===== src/rtl/sht_pkg.sv =====
// ----------------------------------------------------------------------------
// sht_pkg
// Shared types, byte constants, phase codes and token kinds for the
// SSDP header tokenizer.
// ----------------------------------------------------------------------------
package sht_pkg;

    localparam logic [7:0] CH_SPACE = 8'h20;
    localparam logic [7:0] CH_SLASH = 8'h2F;
    localparam logic [7:0] CH_CR    = 8'h0D;
    localparam logic [7:0] CH_LF    = 8'h0A;
    localparam logic [7:0] CH_COLON = 8'h3A;
    localparam logic [7:0] CH_LOW_A = 8'h61;
    localparam logic [7:0] CH_LOW_Z = 8'h7A;
    localparam logic [7:0] CASE_OFS = 8'h20;

    // parser phases
    localparam logic [2:0] PH_STOP   = 3'd0;
    localparam logic [2:0] PH_ACTION = 3'd1;
    localparam logic [2:0] PH_SKIPLN = 3'd2;
    localparam logic [2:0] PH_LF     = 3'd3;
    localparam logic [2:0] PH_NAME   = 3'd4;
    localparam logic [2:0] PH_SPACE  = 3'd5;
    localparam logic [2:0] PH_VALUE  = 3'd6;
    localparam logic [2:0] PH_LF_END = 3'd7;

    // token kinds
    localparam logic [3:0] K_SKIP     = 4'd0;
    localparam logic [3:0] K_ACT      = 4'd1;
    localparam logic [3:0] K_ACT_END  = 4'd2;
    localparam logic [3:0] K_NAME     = 4'd3;
    localparam logic [3:0] K_NAME_END = 4'd4;
    localparam logic [3:0] K_VAL      = 4'd5;
    localparam logic [3:0] K_VAL_END  = 4'd6;
    localparam logic [3:0] K_DROP     = 4'd7;
    localparam logic [3:0] K_DONE     = 4'd8;
    localparam logic [3:0] K_ERR      = 4'd9;
    localparam logic [3:0] K_INCOMPL  = 4'd10;

    typedef struct packed {
        logic [3:0] kind;
        logic [7:0] byte_out;
    } t_tok;

    function automatic logic [7:0] upcase(input logic [7:0] c);
        logic [7:0] r;
        r = c;
        if (c >= CH_LOW_A && c <= CH_LOW_Z) begin
            r = c - CASE_OFS;
        end
        return r;
    endfunction

endpackage


===== src/rtl/sht_decode.sv =====
// ----------------------------------------------------------------------------
// sht_decode
// Per-byte tokenizer step: classifies one byte against the current parse
// phase and gives the token and the following phase.
// ----------------------------------------------------------------------------
module sht_decode
    import sht_pkg::*;
(
    input  logic [2:0] i_phase,
    input  logic [7:0] i_byte,
    input  logic       i_first,
    input  logic       i_last,
    output logic [2:0] o_phase,
    output t_tok       o_tok
);

    logic [2:0] w_ph;
    logic [2:0] w_nph;
    logic [3:0] w_kind;
    logic [7:0] w_bo;

    always_comb begin
        w_ph   = i_first ? PH_ACTION : i_phase;
        w_nph  = w_ph;
        w_kind = K_SKIP;
        w_bo   = i_byte;
        unique case (w_ph)
            PH_STOP: begin
                w_nph = PH_STOP;
            end
            PH_ACTION: begin
                if (i_byte == CH_SPACE || i_byte == CH_SLASH) begin
                    w_kind = K_ACT_END;
                    w_nph  = PH_SKIPLN;
                end else begin
                    w_kind = K_ACT;
                end
            end
            PH_SKIPLN: begin
                if (i_byte == CH_CR) begin
                    w_nph = PH_LF;
                end
            end
            PH_LF: begin
                if (i_byte == CH_LF) begin
                    w_nph = PH_NAME;
                end else begin
                    w_kind = K_ERR;
                    w_nph  = PH_STOP;
                end
            end
            PH_NAME: begin
                if (i_byte == CH_CR) begin
                    w_kind = K_DROP;
                    w_nph  = PH_LF_END;
                end else if (i_byte == CH_COLON) begin
                    w_kind = K_NAME_END;
                    w_nph  = PH_SPACE;
                end else begin
                    w_kind = K_NAME;
                    w_bo   = upcase(i_byte);
                end
            end
            PH_SPACE: begin
                if (i_byte == CH_CR) begin
                    w_kind = K_VAL_END;
                    w_nph  = PH_LF;
                end else if (i_byte != CH_SPACE) begin
                    w_kind = K_VAL;
                    w_nph  = PH_VALUE;
                end
            end
            PH_VALUE: begin
                if (i_byte == CH_CR) begin
                    w_kind = K_VAL_END;
                    w_nph  = PH_LF;
                end else begin
                    w_kind = K_VAL;
                end
            end
            PH_LF_END: begin
                w_kind = (i_byte == CH_LF) ? K_DONE : K_ERR;
                w_nph  = PH_STOP;
            end
            default: begin
                w_nph = PH_STOP;
            end
        endcase

        // end of datagram without a finished message
        if (i_last && w_kind != K_DONE && w_kind != K_ERR) begin
            if (i_first || i_phase != PH_STOP) begin
                w_kind = K_INCOMPL;
                w_bo   = i_byte;
            end
            w_nph = PH_STOP;
        end
    end

    assign o_phase        = w_nph;
    assign o_tok.kind     = w_kind;
    assign o_tok.byte_out = w_bo;

endmodule


===== src/rtl/ssdp_header_tokenizer.sv =====
// ----------------------------------------------------------------------------
// ssdp_header_tokenizer
// Tags each byte of an SSDP/HTTPU message with its role (action, header
// name, value, delimiters, skip, drop, done, error, incomplete).
// ----------------------------------------------------------------------------
//  channel   dir  tdata            tuser        tlast
//  s_axis    in   [7:0] byte_in    [0] first    last
//  m_axis    out  [7:0] byte_out   [3:0] kind   -
//
//  Path: input register, decode, result register.
//  One item per cycle sustained while m_axis is ready; the phase
//  register updates as an item moves into the result register.
//  Stalls on m_axis hold the result; the input register absorbs one more.
//  Synchronous active-low reset: pipeline empty, phase stopped.
// ----------------------------------------------------------------------------
module ssdp_header_tokenizer
    import sht_pkg::*;
(
    input  logic       i_clk,
    input  logic       i_rst_n,
    input  logic       s_axis_tvalid,
    output logic       s_axis_tready,
    input  logic [7:0] s_axis_tdata,   // [7:0] byte_in
    input  logic       s_axis_tuser,   // [0] first
    input  logic       s_axis_tlast,
    output logic       m_axis_tvalid,
    input  logic       m_axis_tready,
    output logic [7:0] m_axis_tdata,   // [7:0] byte_out
    output logic [3:0] m_axis_tuser    // [3:0] kind
);

    logic       r_in_valid;
    logic [7:0] r_byte;
    logic       r_first;
    logic       r_last;
    logic [2:0] r_phase;
    logic       r_out_valid;
    t_tok       r_tok;

    logic [2:0] n_phase;
    t_tok       n_tok;
    logic       w_adv;

    assign w_adv         = r_in_valid && (!r_out_valid || m_axis_tready);
    assign s_axis_tready = !r_in_valid || w_adv;

    sht_decode u_decode (
        .i_phase (r_phase),
        .i_byte  (r_byte),
        .i_first (r_first),
        .i_last  (r_last),
        .o_phase (n_phase),
        .o_tok   (n_tok)
    );

    always_ff @(posedge i_clk) begin
        if (!i_rst_n) begin
            r_in_valid <= 1'b0;
        end else if (s_axis_tvalid && s_axis_tready) begin
            r_in_valid <= 1'b1;
        end else if (w_adv) begin
            r_in_valid <= 1'b0;
        end
    end

    always_ff @(posedge i_clk) begin
        if (s_axis_tvalid && s_axis_tready) begin
            r_byte  <= s_axis_tdata;
            r_first <= s_axis_tuser;
            r_last  <= s_axis_tlast;
        end
    end

    always_ff @(posedge i_clk) begin
        if (!i_rst_n) begin
            r_phase     <= PH_STOP;
            r_out_valid <= 1'b0;
        end else begin
            if (w_adv) begin
                r_phase     <= n_phase;
                r_out_valid <= 1'b1;
            end else if (m_axis_tready) begin
                r_out_valid <= 1'b0;
            end
        end
    end

    always_ff @(posedge i_clk) begin
        if (w_adv) begin
            r_tok <= n_tok;
        end
    end

    assign m_axis_tvalid = r_out_valid;
    assign m_axis_tdata  = r_tok.byte_out;
    assign m_axis_tuser  = r_tok.kind;

    // terminal tokens always leave the parser stopped
    a_term_stops: assert property (@(posedge i_clk) disable iff (!i_rst_n)
        w_adv && (n_tok.kind == K_DONE || n_tok.kind == K_ERR ||
                  n_tok.kind == K_INCOMPL) |=> r_phase == PH_STOP)
        else $error("terminal token did not stop parser");

    // a datagram end always stops the parser
    a_last_stops: assert property (@(posedge i_clk) disable iff (!i_rst_n)
        w_adv && r_last |=> r_phase == PH_STOP)
        else $error("last byte did not stop parser");

    // name bytes leave upper-cased
    a_name_upper: assert property (@(posedge i_clk) disable iff (!i_rst_n)
        m_axis_tvalid && m_axis_tuser == K_NAME |->
            !(m_axis_tdata >= CH_LOW_A && m_axis_tdata <= CH_LOW_Z))
        else $error("name byte not upper-cased");

    // phase stays put while no item advances
    a_phase_hold: assert property (@(posedge i_clk) disable iff (!i_rst_n)
        !w_adv |=> $stable(r_phase))
        else $error("phase changed without an item");

endmodule

===== config.mk =====
export PLATFORM = sky130hd
export DESIGN_NAME = ssdp_header_tokenizer
export DESIGN_NICKNAME = d
export VERILOG_FILES = /design/src/rtl/sht_pkg.sv /design/src/rtl/sht_decode.sv /design/src/rtl/ssdp_header_tokenizer.sv
export SDC_FILE = /design/constraint.sdc
export NUM_CORES = 1
export LEC_CHECK = 0
export BUFFER_PORTS_ARGS = -buffer_cell sky130_fd_sc_hd__buf_2
export CORE_MARGIN = 1
export CORE_UTILIZATION = 50
export CTS_BUF_LIST = sky130_fd_sc_hd__clkbuf_8
export CTS_CLUSTER_SIZE = 24
export DETAILED_ROUTE_END_ITERATION = 8
export PLACE_DENSITY_LB_ADDON = 0.12
export SYNTH_ARGS = -nofsm -noshare
export SYNTH_HDL_FRONTEND = slang
export SYNTH_HIERARCHICAL = 1
export SYNTH_SLANG_ARGS = --single-unit

===== constraint.sdc =====
create_clock -name i_clk -period 2.45 [get_ports i_clk]
set_input_delay 0 -clock i_clk [delete_from_list [all_inputs] [get_ports i_clk]]
set_output_delay 0 -clock i_clk [all_outputs]
set_load 0.02 [all_outputs]

Word-level counts from Yosys, hierarchy flattened

Cells that the tools add are included.
Widths: inputs -> output; s select.

Reduce and logical (&&, ||, !) cells: 17
Order comparisons: 2
Add/subtract/negate cells: 1
Equal/unequal tests: 15
Mux-type cells: 31

Operators with widths:

| kind                | number |
|---|---|
| $mux 8              | 6 |
| $mux 3              | 11 |
| $eq 8x6->1 const B  | 3 |
| $pmux 4 s6          | 1 |
| $mux 4              | 5 |
| $pmux 3 s6          | 1 |
| $eq 8x4->1 const B  | 2 |
| $eq 3x3->1 const B  | 4 |
| $ge 8x7->1 const B  | 1 |
| $le 8x7->1 const B  | 1 |
| $ne 4x4->1 const B  | 2 |
| $ne 8x6->1 const B  | 1 |
| $sub 8x6->8 const B | 1 |
| $eq 3x2->1 const B  | 2 |
| $logic_and 1x1->1   | 5 |
| $mux 1              | 5 |
| $logic_or 1x1->1    | 4 |
| $mux 2              | 2 |
| $reduce_bool 2->1   | 2 |
| $reduce_or 2->1     | 2 |
| $eq 3x1->1 const B  | 1 |
| $logic_not 3->1     | 1 |
| $reduce_bool 3->1   | 1 |
| $logic_not 1->1     | 2 |

Bits of input ports: 14
Register bits: 27

Depth between registers and ports, before layout

Gate-level depths: netlist of the first run.

Word-level depth: 8
Depth in mapped cells: 8
Mapped depth without buffers: 8

Cells and area by module

The synthesis of the first run kept the hierarchy.

Modules (own cells, without submodules):

| module                | area each (um^2) | instances | sequential area each (um^2) | cells an instance |
|---|---|---|---|---|
| ssdp_header_tokenizer | 879.6            | 1         | 760.7                       | 45 |
| sht_decode            | 498.0            | 1         | 0.0                         | 78 |

Worst setup path before layout of the first run

OpenSTA, ideal clock, no wires.

Path kind: flip-flop to flip-flop
Start: reg r_byte[5]
End: reg r_tok (netlist bit m_axis_tdata[7]) (data pin)
Setup slack: 0.247 ns
Arrival time: 1.948 ns
Clock period less this slack: 2.203 ns
Required time: 2.195 ns
Path buffers: 0
Library setup time: 0.255 ns
Cell stages (with the launch flop): 6
Cells stage by stage: edfxtp_1 -> or4_4 -> or2_1 -> and2_4 -> or3_4 -> a31o_1

RTL lines:

| element                  | RTL line                    | RTL |
|---|---|---|
| start: declaration       | ssdp_header_tokenizer.sv:33 | `logic [7:0] r_byte;` |
| start signal: assignment | ssdp_header_tokenizer.sv:68 | `r_byte <= s_axis_tdata;` |
| end signal: assignment   | ssdp_header_tokenizer.sv:90 | `r_tok <= n_tok;` |
| end: declaration         | ssdp_header_tokenizer.sv:38 | `t_tok r_tok;` |

==> results of run 1 <==
-- logic make-up after synthesis --
group	share of synthesized area
mux	0.02180
fa+ha+maj	0.01816
compound gates	0.1063
flops	0.5522
buf+inv	0.05450
simple gates	0.2471
-- cell usage after synthesis, drive strengths merged (3+ instances only) --
cell type	instances
nand2	9
o21ai	3
nor2	10
dfxtp	5
mux2i	3
nor3	5
buf	6
nor4b	3
inv	5
nand2b	4
a21oi	8
edfxtp	22
nand3	4
nor2b	7
-- power groups by stage --
stage	Combinational, mW	Clock [mW]	Sequential [mW]
after floorplan	0.0483	0	0.558
after global placement	0.0823	0	0.549
after detailed placement	0.0835	0	0.551
after CTS	0.0971	0.268	0.540
after global routing	0.106	0.285	0.544
final	0.0974	0.258	0.541
-- worst max path at each step --
stage	startpoint	depth (start not counted)	slack, ns	to
6_report	r_byte[5]	5	0.12	m_axis_tdata[7]
4_1_cts	r_byte[5]	5	0.12	m_axis_tdata[7]
2_1_floorplan	r_byte[5]	5	0.25	m_axis_tdata[7]
3_5_place_dp	r_byte[5]	5	0.15	m_axis_tdata[7]
5_1_grt	r_byte[5]	5	0.07	m_axis_tdata[7]
3_3_place_gp	r_byte[5]	5	0.20	m_axis_tdata[7]
-- per-layer routing --
| metal | vias to the layer above | GRT usage | share of wire |
|---|---|---|---|
| met3 | 4 | 0.02500 | 0.047 |
| met2 | 34 | 0.3577 | 0.49 |
| met1 | 491 | 0.2738 | 0.44 |
| li1 | 527 | - | - |
| met4 | 0 | 0.1068 | 0.016 |
| met5 | - | 0 | 0 |
-- sequential cells by signal, indices dropped and copies added, names as in the netlist --
register,count
m_axis_tdata,8
m_axis_tuser,4
m_axis_tvalid,1
r_byte,8
r_first,1
r_in_valid,1
r_last,1
r_phase,3
-- through the flow --
stage,hold WS [ns],setup slack (ns),cell area (µm²),total power [mW]
6_report,0.01320,0.1152,1690,0.8956
5_1_grt,0.01169,0.06609,1690,0.9362
4_1_cts,0.005374,0.1232,1690,0.9052
3_5_place_dp,0.1781,0.1476,1531,0.6342
3_3_place_gp,0.1772,0.2023,1531,0.6309
2_1_floorplan,0.09887,0.2472,1378,0.6063
-- cell type report --
| class | count | area [µm²] |
|---|---|---|
| Multi-Input combinational cell | 83 | 541.8 |
| Timing Repair Buffer | 43 | 282.8 |
| Tap cell | 30 | 37.54 |
| Clock inverter | 1 | 7.507 |
| Clock buffer | 3 | 41.29 |
| Sequential cell | 27 | 760.7 |
| Inverter | 5 | 18.77 |
| Fill cell | 202 | 854.6 |
==> metrics.txt, run 1 <==
DRC Markers 0; Main synth FF type edfxtp_1; Psw 0.2119 mW; Final Util 0.6642; clock power share 0.288; power per standard cell area 529.8 mW/mm²; Net Count, Synth 139; antenna violations before repair 0; Die Y 54.49 µm; RSZ-0062 raised after global routing no; worst reg2reg setup slack 0.12 ns; drt wl/cell 14.64 µm; status finished clean; worst hold path class input pin to flip-flop; max incr delay on CP 0.58 ns; total routing usage reported by global routing 0.2151; Startpoint Class flip-flop; Max-Cap Viols 0; Pint between 0.6 and 0.7 mW; global route overflow 0; worst-path cell chain or4_4, or2_1, and2_4, or3_4, a31o_1; PortBufs 27; number of synthesized flops with an enable pin 22; CP Data Required Time 2.49 ns; clock sink count 27; clock buffer count from CTS 3; post-synth cell types 43; DIE AREA 0.002969 mm²; site row count 18; FF-to-FF path depth 5; I/O pin count 28; half-perimeter wire length after placement roughly 1900 µm; setup TNS 0 ns; fin crit period around 2.3 ns; Iteration-0 DRC Markers 22; vias per cell 5.500; H-Tree Level Count 1; VDD IR max between 0.4 and 0.5 mV; Inserted Diodes 0; sequential element share of the synthesized area 0.5522; WL final 2811 µm; Placed Cells 177; Critical path buffers and inverters 0; Worst R2R Start r_byte[5]; transition time of the tightest slew-check pin 0.4492 ns; Slew headroom 0.7005; Crit path max-delay family simple AND/OR/NAND/NOR gates; Yosys reg bits 27; core box area around 0.0025 mm²; post-synth top area share 0.4796; CP arrival 2.37 ns; share of layout cells above drive strength 1 0.2654; CP max-delay cell or4_4; Tcrit/Tclk final 0.9530; Worst Setup Path Type flip-flop to flip-flop; nets 179; synthesized cell area 0.001378 mm²; syn avg cell area between 10 and 15 µm²; Hold Path Cell Cnt 2; Final Wtd Congestion 0.8806; skew final about 0.0012 ns; R2R Path End m_axis_tdata[7]; Achievable Freq 428.3 MHz; first-pass GRT wire length 4388 µm; vias between 1000 and 1500; count of final setup violators 0; Post-synth ARST share 0; Setup Buffers After CTS 0; Worst Hold Path EP m_axis_tvalid; Initial Util 0.5413; most common cell after layout, fill and taps aside buf_2; Comb power frac 0.109; synth top area cells edfxtp_1 (48%), dfxtp_1 (7.3%), a21oi_1 (2.9%), buf_4 (2.7%), nor2_1 (2.7%); Final Hold Vio Count 0; Clock Latency Late Sink 0.27 ns; clock-pin slew on the worst setup and hold paths 0.09 ns; post-route ant nets 0; sw frac 0.2366; vias in the first global route between 900 and 1000; 1st-pass router iterations 4; commonest cells after routing, fill and taps aside buf_2 (27), edfxtp_1 (22), dlygate4sd3_1 (11); post-CTS sizing 0; non-filler instance count after layout 192; hold-fix buffer count after cts 11; area leader, netlist edfxtp_1; Max Slew Vio Count 0; worst hold start i_rst_n; Pleak 0.6534 nW; CTS max path bufs 2; Crit. End Element flip-flop; Die W 54.49 µm; clock root buffer clkbuf_8; Sequential Power Share 0.604; cell count after synthesis ~120; largest net degree at the start of global routing 17; critical path fanouts, max 6; YS warnings 6; Area growth, synth to finish 22.71%; CTS tree built
No activity file was read; power rests on OpenSTA's default activity.
==> run 2: changes to the inputs <==
--- a/config.mk
+++ b/config.mk
@@ -7,7 +7,7 @@
 export LEC_CHECK = 0
 export BUFFER_PORTS_ARGS = -buffer_cell sky130_fd_sc_hd__buf_2
 export CORE_MARGIN = 1
-export CORE_UTILIZATION = 50
+export CORE_UTILIZATION = 45
 export CTS_BUF_LIST = sky130_fd_sc_hd__clkbuf_8
 export CTS_CLUSTER_SIZE = 24
 export DETAILED_ROUTE_END_ITERATION = 8
==> run 2 against run 1 <==
The run now ends with DRC left. First-iteration DRC count up 68%. Via count up 0.66%. Worst hold slack worse by 0.0094 ns. Wire length down 4.1%. Critical path depth unchanged. Sequential power down 0.9%. Total power up 1.6%. Maximum frequency up 1.1%. Highest routed layer unchanged.
==> metrics.txt, run 2 (synthesis gave the netlist of run 1 again) <==
Startpoint Class flip-flop (unchanged); worst reg2reg setup slack 0.14 ns (was 0.12 ns); WL final 2696 µm (was 2811 µm); Max Slew Vio Count 0 (unchanged); Achievable Freq 433.0 MHz (was 428.3 MHz); Setup Buffers After CTS 0 (unchanged); half-perimeter wire length after placement 1875 µm (was 1932 µm); skew final 0.003650 ns (was 0.001197 ns); share of layout cells above drive strength 1 0.2788 (was 0.2654); status complete, but fails checks (was finished clean); critical path fanouts, max 6 (unchanged); most common cell after layout, fill and taps aside buf_2 (unchanged); CTS tree built (unchanged); DRC Markers 9 (was 0); busiest grt layer met2 (unchanged); met3 GRT Util 0.02948 (was 0.02500); drt wl/cell 13.76 µm (was 14.64 µm); power per standard cell area 530.5 mW/mm² (was 529.8 mW/mm²); Final Hold Vio Count 0 (unchanged); worst hold path class input pin to flip-flop (unchanged); 1st-pass router iterations 6 (was 4); count of final setup violators 0 (unchanged); DIE AREA 0.003287 mm² (was 0.002969 mm²); clock-pin slew on the worst setup and hold paths 0.10 ns (was 0.09 ns); post-route ant nets 0 (unchanged); nets 182 (was 179); largest net degree at the start of global routing 18 (was 17); RSZ-0062 raised after global routing no (unchanged); CTS max path bufs 2 (unchanged); transition time of the tightest slew-check pin 0.5204 ns (was 0.4492 ns); Final Wtd Congestion 0.8147 (was 0.8806); VDD IR max 0.3764 mV (was 0.4579 mV); worst-path cell chain or4_4, or2_1, and2_4, or3_4, a31o_1 (unchanged); core box area 0.002829 mm² (was 0.002545 mm²); H-Tree Level Count 1 (unchanged); clock sink count 27 (unchanged); Pleak 0.6722 nW (was 0.6534 nW); global route overflow 0 (unchanged); Crit. End Element flip-flop (unchanged); Initial Util 0.4870 (was 0.5413); post-CTS sizing 0 (unchanged); Inserted Diodes 0 (unchanged); CP max-delay cell or4_4 (unchanged); Die W 57.33 µm (was 54.49 µm); Area growth, synth to finish 24.52% (was 22.71%); commonest cells after routing, fill and taps aside buf_2 (27), edfxtp_1 (22), dlygate4sd3_1 (11) (unchanged); hold-fix buffer count after cts 11 (unchanged); non-filler instance count after layout 196 (was 192); CP arrival 2.35 ns (was 2.37 ns); max incr delay on CP 0.58 ns (about the same); grt met1 use 0.2381 (was 0.2738); clock root buffer clkbuf_8 (unchanged); Tcrit/Tclk final 0.9426 (was 0.9530); Die Y 57.33 µm (was 54.49 µm); fin crit period 2.309 ns (was 2.335 ns); Iteration-0 DRC Markers 37 (was 22); Crit path max-delay family simple AND/OR/NAND/NOR gates (unchanged); Worst Setup Path Type flip-flop to flip-flop (unchanged); I/O pin count 28 (unchanged); clock buffer count from CTS 3 (unchanged); Max-Cap Viols 0 (unchanged); CP Data Required Time 2.49 ns (about the same); total routing usage reported by global routing 0.1861 (was 0.2151); Placed Cells 181 (was 177); Slew headroom 0.6482 (was 0.7005); met2 Usage GRT 0.3210 (was 0.3577); first-pass GRT wire length 4664 µm (was 4388 µm); Clock Latency Late Sink 0.28 ns (was 0.27 ns); setup TNS 0 ns (unchanged); antenna violations before repair 0 (unchanged); site row count 19 (was 18); vias per cell 5.423 (was 5.500); violated checks DRC; PortBufs 27 (unchanged); vias in the first global route 1055 (was 982); Critical path buffers and inverters 0 (unchanged); vias 1063 (was 1056)
run 2: path summary, 6_finish.rpt:
| check | startpoint | to | cells after the start |
|---|---|---|---|
| worst min register to register | r_in_valid | m_axis_tvalid | 1 |
| worst max-delay path | r_byte[5] | m_axis_tdata[7] | 5 |
| worst min-delay path | i_rst_n | m_axis_tvalid | 2 |
| worst max register to register | r_byte[5] | m_axis_tdata[7] | 5 |
run 2: power by group:
| part | switching, mW | total [mW] | internal (mW) | leakage, nW |
|---|---|---|---|---|
| logic | 0.0539 | 0.104 | 0.0501 | 0.395 |
| registers | 0.0147 | 0.536 | 0.521 | 0.251 |
| clock network | 0.151 | 0.270 | 0.119 | 0.0261 |
| total | 0.219 | 0.910 | 0.691 | 0.672 |
run 2: layout make-up:
class / count / area, µm²
inverter: 5 / 18.77
tap: 31 / 38.79
clock inverter: 1 / 8.758
multi-input combinational: 83 / 541.8
fill: 230 / 1114
timing repair buffer: 46 / 305.3
sequential: 27 / 760.7
clock buffer: 3 / 41.29
run 2: stage by stage:
step	utilization	worst slack, ns	power [mW]	hold WS, ns	instance area (µm²)
after floorplan	-	0.2472	0.6063	0.09887	1378
after global placement	0.5498	0.2099	0.6342	0.1766	1555
after detailed placement	0.5498	0.1694	0.6361	0.1781	1555
after CTS	0.6064	0.1290	0.9127	0.004760	1715
after global routing	0.6064	0.07665	0.9516	0.01012	1715
final	0.6064	0.1407	0.9100	0.003753	1715
run 2: worst register-to-register path, delay by kind of cell (launching register included):
family           cells  cell delay [ns]
AND/OR/NAND/NOR      4             1.40
AO/OA/AOI/OAI        1             0.21
flip-flops           1             0.47
run 2: metal layers:
metal | routed length [µm] | vias to the layer above
li1 | - | 533
met1 | 1210 | 482
met2 | 1324 | 41
met3 | 128 | 7
met4 | 32 | 0
met5 | 0 | -
